===== src/hw/rtl/bba_pkg.sv =====
`timescale 1ns / 1ps
`default_nettype none
package bba_pkg;
  localparam int NumLevels = 8;
  localparam int Units = 1 << (NumLevels - 1);
  localparam int OffW = 7;
  localparam int OrdW = 3;
  localparam int MinBlockBytes = 64;
  localparam int MinShift = 6;
  localparam int FreeDepth = 2 * Units;
  localparam int FreeAw = OffW + 1;
  localparam logic [1:0] ST_OK = 2'd0;
  localparam logic [1:0] ST_NOBLK = 2'd1;
  localparam logic [1:0] ST_OVER = 2'd2;
  localparam logic REQ_ALLOC = 1'b0;
  localparam logic REQ_FREE = 1'b1;
  localparam logic [3:0] LEVELS_RESET = 4'd8;

  function automatic logic [FreeAw-1:0] fidx(input logic [OrdW-1:0] o,
                                               input logic [OffW-1:0] p);
    logic [FreeAw-1:0] base;
    base = FreeAw'(Units >> o);
    fidx = FreeAw'(base + FreeAw'(p >> o));
  endfunction
endpackage
`default_nettype wire


===== src/hw/rtl/bba_if.sv =====
`timescale 1ns / 1ps
`default_nettype none
interface bba_in_if;
  logic valid;
  logic ready;
  logic req_type;
  logic [15:0] size_bytes;
  logic [6:0] block_offset;
  modport source(output valid, req_type, size_bytes, block_offset, input ready);
  modport sink(input valid, req_type, size_bytes, block_offset, output ready);
endinterface

interface bba_out_if;
  logic valid;
  logic ready;
  logic [1:0] status;
  logic [6:0] granted_offset;
  logic [2:0] granted_order;
  modport source(output valid, status, granted_offset, granted_order, input ready);
  modport sink(input valid, status, granted_offset, granted_order, output ready);
endinterface
`default_nettype wire


===== src/hw/rtl/bba_ram.sv =====
`timescale 1ns / 1ps
`default_nettype none
module bba_ram #(
  parameter int Width = 1,
  parameter int Depth = 2
) (
  input  wire logic                     clk,
  input  wire logic                     we,
  input  wire logic [$clog2(Depth)-1:0] waddr,
  input  wire logic [Width-1:0]         wdata,
  input  wire logic [$clog2(Depth)-1:0] raddr,
  output logic      [Width-1:0]         rdata
);
  logic [Width-1:0] mem [Depth];
  always_ff @(posedge clk) begin
    if (we) mem[waddr] <= wdata;
    rdata <= mem[raddr];
  end
endmodule
`default_nettype wire


===== src/hw/rtl/buddy_block_allocator.sv =====
`timescale 1ns / 1ps
`default_nettype none
// oversize alloc or out-of-region free goes from idle straight to the result state
// alloc: SCAN then SCHK per free-map probe, up to 255 probes, then one SPLIT per split
// free: order read (TWAIT), block check (FRD, FCHK), then BRD and BCHK per buddy probe
// one request in flight; the next input is taken the cycle after the result transfer
// reset and every levels_in_use write start a clearing pass over all 256 free-map entries
// no transfer is taken during the pass; order table is not cleared
module buddy_block_allocator (
  input  wire logic clk,
  input  wire logic rst_n,
  bba_in_if.sink    in_ch,
  bba_out_if.source out_ch,
  input  wire logic        cfg_psel,
  input  wire logic        cfg_penable,
  input  wire logic        cfg_pwrite,
  input  wire logic [0:0]  cfg_paddr,
  input  wire logic [31:0] cfg_pwdata,
  output logic      [31:0] cfg_prdata,
  output logic             cfg_pready
);
  localparam int AW = bba_pkg::FreeAw;
  localparam int OW = bba_pkg::OffW;
  localparam int RW = bba_pkg::OrdW;
  localparam logic [3:0] S_CLR = 4'd0, S_IDLE = 4'd1, S_SCAN = 4'd2, S_SCHK = 4'd3,
    S_SPLIT = 4'd4, S_FRD = 4'd5, S_FCHK = 4'd6, S_BRD = 4'd7, S_BCHK = 4'd8,
    S_OUT = 4'd9, S_TWAIT = 4'd10;

  logic [3:0] st_r, st_nxt;
  logic [3:0] lv_r;
  logic [AW:0] clr_r, clr_nxt;
  logic [RW-1:0] t;
  logic [RW-1:0] o_r, o_nxt, i_r, i_nxt;
  logic [OW:0] p_r, p_nxt;
  logic [1:0] so_r, so_nxt;
  logic [OW-1:0] go_r, go_nxt;
  logic [RW-1:0] gr_r, gr_nxt;

  logic fwe, fwd, frd;
  logic [AW-1:0] fwa, fra;
  logic twe;
  logic [OW-1:0] twa, tra;
  logic [RW-1:0] twd, trd;

  bba_ram #(.Width(1), .Depth(bba_pkg::FreeDepth)) u_free (
    .clk, .we(fwe), .waddr(fwa), .wdata(fwd), .raddr(fra), .rdata(frd));
  bba_ram #(.Width(RW), .Depth(bba_pkg::Units)) u_ord (
    .clk, .we(twe), .waddr(twa), .wdata(twd), .raddr(tra), .rdata(trd));

  wire cfg_wr = cfg_psel && cfg_penable && cfg_pwrite;
  assign cfg_pready = 1'b1;
  assign cfg_prdata = (cfg_paddr == 1'b0) ? {28'd0, lv_r} : 32'd0;

  always_comb begin
    if (lv_r == 4'd0) t = '0;
    else if (lv_r > 4'(bba_pkg::NumLevels)) t = RW'(bba_pkg::NumLevels - 1);
    else t = RW'(lv_r - 4'd1);
  end

  wire [OW:0] units = (OW+1)'(1) << t;
  wire [16:0] need = (in_ch.size_bytes < 16'(bba_pkg::MinBlockBytes)) ?
                     17'(bba_pkg::MinBlockBytes) : {1'b0, in_ch.size_bytes};
  wire [16:0] nm1 = (need - 17'd1) >> bba_pkg::MinShift;
  logic [RW:0] ord_in;
  always_comb begin
    ord_in = '0;
    for (int k = 0; k < 11; k++) if (nm1[k]) ord_in = (RW+1)'(k + 1);
  end
  wire oversize = (ord_in > {1'b0, t});
  wire [RW-1:0] o_clamp = (trd > t) ? t : trd;
  wire [OW:0] step = (OW+1)'(1) << i_r;
  wire [OW-1:0] bud = p_r[OW-1:0] ^ (OW'(1) << o_r);

  assign in_ch.ready = (st_r == S_IDLE);
  assign out_ch.valid = (st_r == S_OUT);
  assign out_ch.status = so_r;
  assign out_ch.granted_offset = go_r;
  assign out_ch.granted_order = gr_r;

  always_comb begin
    st_nxt = st_r; clr_nxt = clr_r; o_nxt = o_r; i_nxt = i_r; p_nxt = p_r;
    so_nxt = so_r; go_nxt = go_r; gr_nxt = gr_r;
    fwe = 1'b0; fwa = '0; fwd = 1'b0; fra = '0;
    twe = 1'b0; twa = '0; twd = '0; tra = in_ch.block_offset;
    unique case (st_r)
      S_CLR: begin
        fwe = 1'b1; fwa = clr_r[AW-1:0];
        fwd = (clr_r[AW-1:0] == bba_pkg::fidx(t, '0));
        clr_nxt = clr_r + 1'b1;
        if (clr_r == (AW+1)'(bba_pkg::FreeDepth - 1)) st_nxt = S_IDLE;
      end
      S_IDLE: begin
        if (in_ch.valid) begin
          go_nxt = '0; gr_nxt = '0; so_nxt = bba_pkg::ST_OK;
          if (in_ch.req_type == bba_pkg::REQ_ALLOC) begin
            if (oversize) begin
              so_nxt = bba_pkg::ST_OVER; st_nxt = S_OUT;
            end else begin
              o_nxt = ord_in[RW-1:0]; i_nxt = ord_in[RW-1:0]; p_nxt = '0;
              st_nxt = S_SCAN;
            end
          end else if ({1'b0, in_ch.block_offset} >= units) begin
            st_nxt = S_OUT;
          end else begin
            go_nxt = in_ch.block_offset;
            st_nxt = S_TWAIT;
          end
        end
      end
      S_TWAIT: begin
        o_nxt = o_clamp; gr_nxt = o_clamp;
        p_nxt = {1'b0, go_r & ~((OW'(1) << o_clamp) - OW'(1))};
        st_nxt = S_FRD;
      end
      S_SCAN: begin
        fra = bba_pkg::fidx(i_r, p_r[OW-1:0]);
        st_nxt = S_SCHK;
      end
      S_SCHK: begin
        if (frd) begin
          fwe = 1'b1; fwa = bba_pkg::fidx(i_r, p_r[OW-1:0]); fwd = 1'b0;
          st_nxt = (i_r == o_r) ? S_OUT : S_SPLIT;
          go_nxt = p_r[OW-1:0]; gr_nxt = o_r;
          if (i_r == o_r) begin
            twe = 1'b1; twa = p_r[OW-1:0]; twd = o_r;
          end
        end else if (p_r + step < units) begin
          p_nxt = p_r + step; st_nxt = S_SCAN;
        end else if (i_r < t) begin
          i_nxt = i_r + 1'b1; p_nxt = '0; st_nxt = S_SCAN;
        end else begin
          so_nxt = bba_pkg::ST_NOBLK; gr_nxt = o_r; st_nxt = S_OUT;
        end
      end
      S_SPLIT: begin
        fwe = 1'b1; fwd = 1'b1;
        fwa = bba_pkg::fidx(i_r - 1'b1, p_r[OW-1:0] | (OW'(1) << (i_r - 1'b1)));
        i_nxt = i_r - 1'b1;
        if (i_r - 1'b1 == o_r) begin
          twe = 1'b1; twa = p_r[OW-1:0]; twd = o_r; st_nxt = S_OUT;
        end
      end
      S_FRD: begin
        fra = bba_pkg::fidx(o_r, p_r[OW-1:0]);
        st_nxt = S_FCHK;
      end
      S_FCHK: begin
        st_nxt = frd ? S_OUT : S_BRD;
      end
      S_BRD: begin
        if (o_r < t) begin
          fra = bba_pkg::fidx(o_r, bud);
          st_nxt = S_BCHK;
        end else begin
          fwe = 1'b1; fwa = bba_pkg::fidx(o_r, p_r[OW-1:0]); fwd = 1'b1;
          st_nxt = S_OUT;
        end
      end
      S_BCHK: begin
        if (frd) begin
          fwe = 1'b1; fwa = bba_pkg::fidx(o_r, bud); fwd = 1'b0;
          p_nxt = {1'b0, p_r[OW-1:0] & bud};
          o_nxt = o_r + 1'b1; st_nxt = S_BRD;
        end else begin
          fwe = 1'b1; fwa = bba_pkg::fidx(o_r, p_r[OW-1:0]); fwd = 1'b1;
          st_nxt = S_OUT;
        end
      end
      S_OUT: begin
        if (out_ch.ready) st_nxt = S_IDLE;
      end
      default: st_nxt = S_IDLE;
    endcase
    if (cfg_wr && cfg_paddr == 1'b0) begin
      st_nxt = S_CLR; clr_nxt = '0;
    end
  end

  always_ff @(posedge clk) begin
    if (!rst_n) begin
      st_r <= S_CLR; clr_r <= '0; lv_r <= bba_pkg::LEVELS_RESET;
    end else begin
      st_r <= st_nxt; clr_r <= clr_nxt;
      if (cfg_wr && cfg_paddr == 1'b0) lv_r <= cfg_pwdata[3:0];
    end
    o_r <= o_nxt; i_r <= i_nxt; p_r <= p_nxt;
    so_r <= so_nxt; go_r <= go_nxt; gr_r <= gr_nxt;
  end
endmodule
`default_nettype wire


===== src/flat_wrapper.sv =====
// flat-port wrapper written by rule: the top's interface ports become plain ports
module buddy_block_allocator_flat 
  (clk, rst_n, cfg_psel, cfg_penable, cfg_pwrite, cfg_paddr, cfg_pwdata, cfg_prdata, cfg_pready, in_ch_valid, in_ch_req_type, in_ch_size_bytes, in_ch_block_offset, in_ch_ready, out_ch_valid, out_ch_status, out_ch_granted_offset, out_ch_granted_order, out_ch_ready);
  bba_in_if in_ch_i ();
  bba_out_if out_ch_i ();
  input  wire logic clk;
  input  wire logic rst_n;
  input  wire logic cfg_psel;
  input  wire logic cfg_penable;
  input  wire logic cfg_pwrite;
  input  wire logic [0:0] cfg_paddr;
  input  wire logic [31:0] cfg_pwdata;
  output logic      [31:0] cfg_prdata;
  output logic cfg_pready;
  input wire logic [$bits(in_ch_i.valid)-1:0] in_ch_valid;
  input wire logic [$bits(in_ch_i.req_type)-1:0] in_ch_req_type;
  input wire logic [$bits(in_ch_i.size_bytes)-1:0] in_ch_size_bytes;
  input wire logic [$bits(in_ch_i.block_offset)-1:0] in_ch_block_offset;
  output wire logic [$bits(in_ch_i.ready)-1:0] in_ch_ready;
  output wire logic [$bits(out_ch_i.valid)-1:0] out_ch_valid;
  output wire logic [$bits(out_ch_i.status)-1:0] out_ch_status;
  output wire logic [$bits(out_ch_i.granted_offset)-1:0] out_ch_granted_offset;
  output wire logic [$bits(out_ch_i.granted_order)-1:0] out_ch_granted_order;
  input wire logic [$bits(out_ch_i.ready)-1:0] out_ch_ready;
  assign in_ch_i.valid = in_ch_valid;
  assign in_ch_i.req_type = in_ch_req_type;
  assign in_ch_i.size_bytes = in_ch_size_bytes;
  assign in_ch_i.block_offset = in_ch_block_offset;
  assign in_ch_ready = in_ch_i.ready;
  assign out_ch_valid = out_ch_i.valid;
  assign out_ch_status = out_ch_i.status;
  assign out_ch_granted_offset = out_ch_i.granted_offset;
  assign out_ch_granted_order = out_ch_i.granted_order;
  assign out_ch_i.ready = out_ch_ready;
  buddy_block_allocator u_core (.clk(clk), .rst_n(rst_n), .in_ch(in_ch_i), .out_ch(out_ch_i), .cfg_psel(cfg_psel), .cfg_penable(cfg_penable), .cfg_pwrite(cfg_pwrite), .cfg_paddr(cfg_paddr), .cfg_pwdata(cfg_pwdata), .cfg_prdata(cfg_prdata), .cfg_pready(cfg_pready));
endmodule

===== config.mk =====
export PLATFORM = sky130hd
export DESIGN_NAME = buddy_block_allocator_flat
export DESIGN_NICKNAME = d
export VERILOG_FILES = /design/src/hw/rtl/bba_pkg.sv /design/src/hw/rtl/bba_if.sv /design/src/hw/rtl/bba_ram.sv /design/src/hw/rtl/buddy_block_allocator.sv /design/src/flat_wrapper.sv
export SDC_FILE = /design/constraint.sdc
export NUM_CORES = 1
export LEC_CHECK = 0
export ABC_AREA = 1
export BUFFER_PORTS_ARGS = -buffer_cell sky130_fd_sc_hd__buf_4
export CORE_UTILIZATION = 50
export CTS_CLUSTER_SIZE = 25
export DETAILED_ROUTE_END_ITERATION = 6
export MAX_ROUTING_LAYER = met4
export PLACE_DENSITY = 0.68
export REMOVE_ABC_BUFFERS = 1
export SKIP_LAST_GASP = 1
export SYNTH_ARGS = -nofsm -noshare
export SYNTH_HDL_FRONTEND = slang
export SYNTH_SLANG_ARGS = --single-unit

===== constraint.sdc =====
create_clock -name clk -period 21.2 [get_ports clk]
set_input_delay 0 -clock clk [delete_from_list [all_inputs] [get_ports clk]]
set_output_delay 0 -clock clk [all_outputs]
set_load 0.02 [all_outputs]

==> flow_metrics.py <==
metrics = {
    "final_layout": {
        "stdcell_area_mm2": 0.0382,
        "n_antenna_cell": 0,
        "multiInputGateArea_mm2": 0.0125,
        "area_growth_pct": 9.84,
        "final_layout_size_suffix_gt1_share_pct": 9.77,
        "regArea_mm2": 0.0204,
        "finalNetCount": 3616,
        "layoutNonFillerInstCount": 4451,
        "fillers": 6107,
    },
    "timing": {
        "setup-tns-final_ns": 0,
        "final.min_clock_period_ns": 6.41,
        "slew_violations": 0,
        "setup_viol": 0,
        "rsz0062_at_grt": "false",
        "finClkSkew_ns": 0.0343,
        "slew_headroom_pct": 9.71,
        "fmax_mhz": 156,
        "timing.hold.ws_ns": 0.0505,
        "fin_crit_sh_pct": 30.3,
        "worst_pin_slew_ns": 1.35,
        "finalHoldViolCount": 0,
    },
    "critical_path": {
        "start_kind": "flip-flop",
        "crit_fanout": 33,
        "cp_slowest_cell": "edfxtp_1",
        "path_buf_inv": 5,
        "cpPeakStageDelay_ns": 0.97,
        "required_ns": 21.71,
        "cp-end-kind": "flip-flop",
        "cp_common_cell": "nand2_1",
        "critical_path_class": "flip-flop to flip-flop",
        "crit_chain": "inv_2 -> ha_1 -> nand2_1 -> ha_1 -> nand2_1 -> o21ai_1 -> or2_2 -> o21ai_0 -> inv_1 -> fa_1 -> xnor2_1 -> nand2_1 -> nand2_1 -> buf_4 -> clkinv_1 -> buf_4 -> nand3_1 -> nand3_1 -> nand3_1 -> nand3_1 -> nand3_1 -> nand2_1 -> nand2_1 -> nand2_1",
        "critPathTopFamily": "buffers and inverters",
        "arrival_ns": 6.93,
    },
    "pwr": {
        "switching_share_pct": 22.7,
        "power_density_mw_per_mm2": 76.7,
        "p_clk_share_pct": 43.9,
        "p_switching_w": 0.000664,
        "intPower_w": 0.00226,
        "ir_worst_vdd_uv": 70.6,
        "p_seq_share_pct": 51.2,
        "pwr-share-comb_pct": 4.9,
        "leakage_nw": 12.4,
    },
    "floorplanning": {
        "fp.coreArea_mm2": 0.0687,
        "initial_core_util_pct": 50.6,
        "ios": 111,
        "die_w_um": 266,
        "fp.dieArea_mm2": 0.0705,
        "rows": 96,
        "die_height_um": 266,
    },
    "placed_design": {
        "portBuffers": 53,
        "dp_hpwl_um": 53500,
        "placed_cell_area_mm2": 0.0355,
        "dp.cells": 4295,
        "gp_congestion": 0.925,
    },
    "synthesis": {
        "synth_seq_area_share_pct": 58.8,
        "ys_seq_elements": 687,
        "synth_most_common_cell": "edfxtp_1",
        "post_synth_num_cell_types": 62,
        "yosys_most_used_dff": "edfxtp_1",
        "yosysWarnings": 0,
        "async_flop_share_pct": 0,
        "syn_area_mm2": 0.0347,
        "synth.largest_area_cell": "edfxtp_1",
        "syn_inst": 3498,
        "synth_edf_count": 666,
        "synth_area_per_cell_um2": 9.93,
        "yosys-top-cells-count": "666 x edfxtp_1, 587 x nor2_1, 446 x nand2_1, 383 x nand3_1, 315 x o21ai_0",
        "netlist.area_leader.share_pct": 57.6,
        "yosys-top-cells-area": "edfxtp_1 58%, nor2_1 6.3%, nand3_1 5.5%",
    },
    "grt": {
        "grt_pass1_vias": 24800,
        "grt.total_usage_pct": 26.8,
        "grt_max_degree": 257,
        "grt_pass1_wl_um": 142000,
        "grt_overflow": 0,
        "grt_antenna_before_repair": 1,
    },
    "route": {
        "wl_per_cell_um": 20.8,
        "drt_iter0_markers": 3067,
        "vias": 26400,
        "ant_nets": 0,
        "drc": 0,
        "routed_wl_um": 92600,
        "routed_via_density": 5.94,
        "drt_pass1_iterations": 5,
    },
    "clocking": {
        "numCtsBuffers": 73,
        "cts_tree": "yes",
        "root_buffer": "clkbuf_16",
        "clk_latency_ns": 0.64,
        "clock-sinks": 687,
        "cts_buffer_depth": 3,
        "h-tree-depth": 3,
        "clkTransAtPathRegs_ns": 0.06,
    },
    "min_path": {
        "hold_class": "primary input to flip-flop",
    },
    "outcome": {
        "status": "complete, no violations",
    },
    "flow_run": {
        "max_cap_viol_count": 0,
    },
}
-- power by group through the flow --
stage / Sequential, W / Combinational [W] / Clock, W
global route: 0.00150 / 0.000158 / 0.00135
finish: 0.00150 / 0.000144 / 0.00128
floorplan: 0.00154 / 0.0000810 / 0
detailed placement: 0.00153 / 0.000137 / 0
CTS: 0.00150 / 0.000141 / 0.00130
global placement: 0.00153 / 0.000136 / 0
-- registers in the layout, indices dropped and copies added (netlist names) --
signal,flops
u_core.u_ord.mem,384
u_core.st_r,4
u_core.out_ch.status,2
u_core.p_r,8
u_core.lv_r,4
u_core.out_ch.granted_order,3
u_core.u_free.mem,256
u_core.o_r,3
u_core.u_ord.rdata,3
u_core.i_r,3
u_core.u_free.rdata,1
u_core.out_ch.granted_offset,7
u_core.clr_r,9
-- metal layers --
| layer | global-route usage, % | up-vias | share of wire (%) | routed length [um] |
|---|---|---|---|---|
| met5 | - | - | 0 | 0 |
| met4 | 8.22 | 0 | 2.4 | 2270 |
| met3 | 4.61 | 174 | 9.6 | 8880 |
| met2 | 40.3 | 1262 | 46 | 42400 |
| met1 | 37.4 | 12700 | 42 | 39000 |
| li1 | - | 12200 | - | - |
-- what timing repair did --
action	in CTS	in global routing
hold buffers	25	0
gates resized for setup	0	0
setup buffers	0	0
hold endpoints to repair	36	0
-- cells in the final DEF (no fill, tap or decap), types with 14 or more instances in the layout --
| cell | instances |
|---|---|
| dlygate4sd3_1 | 25 |
| o221ai_1 | 19 |
| o211ai_1 | 14 |
| nand2_1 | 444 |
| a21oi_1 | 53 |
| xor2_1 | 19 |
| nand3_1 | 382 |
| clkbuf_1 | 14 |
| o22ai_1 | 103 |
| clkbuf_16 | 74 |
| edfxtp_1 | 666 |
| nor2_1 | 584 |
| buf_4 | 82 |
| ha_1 | 83 |
| inv_2 | 33 |
| nor3_1 | 125 |
| inv_1 | 156 |
| clkinv_1 | 17 |
| nor3_2 | 48 |
| nand2_2 | 18 |
| o21ai_0 | 315 |
| conb_1 | 29 |
| dfxtp_1 | 21 |
-- worst register-to-register path, delay by kind of cell, from the launching register on --
family	cells	cell delay [ns]
buf+inv	5	2.05
simple gates	13	1.57
compound gates	2	0.39
flops	1	0.97
xor+xnor	1	0.25
fa+ha+maj	3	1.07
-- worst paths after layout --
kind / startpoint / end / slack (ns) / cells past startpoint
worst max register to register: u_core.o_r[0]$_DFFE_PP_ / u_core.u_free.rdata$_DFF_P_ / 14.79 / 24
worst min-delay path: in_ch_block_offset[0] / u_core.out_ch.granted_offset[0]$_DFFE_PP_ / 0.05 / 3
worst min register to register: u_core.clr_r[2]$_SDFFE_PP0P_ / u_core.clr_r[2]$_SDFFE_PP0P_ / 0.51 / 2
worst max-delay path: u_core.o_r[0]$_DFFE_PP_ / u_core.u_free.rdata$_DFF_P_ / 14.79 / 24
-- layout make-up --
type                            count  share of cell area, %
Sequential cell                   687                   53.5
Multi-Input combinational cell   2397                   32.8
Clock buffer                       89                   5.03
Tap cell                          931                   3.05
Timing Repair Buffer              108                   2.32
Inverter                          197                   1.96
Clock inverter                     42                   1.32
-- kinds of logic (layout without fill, tap and decap cells) --
group           Yosys count  after routing  share of synthesized area (%)
simple gates           1673           1673                           21.9
flops                   687            687                           58.8
compound gates          576            576                           9.58
buf+inv                 441            436                           5.64
fa+ha+maj                88             88                           3.28
xor+xnor                 31             31                          0.782
other cells               2             29                         0.0216
-- through the flow --
step	total power [W]	setup slack [ns]	util, %
after floorplan	0.00162	2.40	-
after global placement	0.00166	14.96	51.6
after detailed placement	0.00166	14.98	51.6
after CTS	0.00294	14.92	55.5
after global routing	0.00301	14.36	55.5
final	0.00293	14.79	55.5
(Power assumes the default switching activity.)
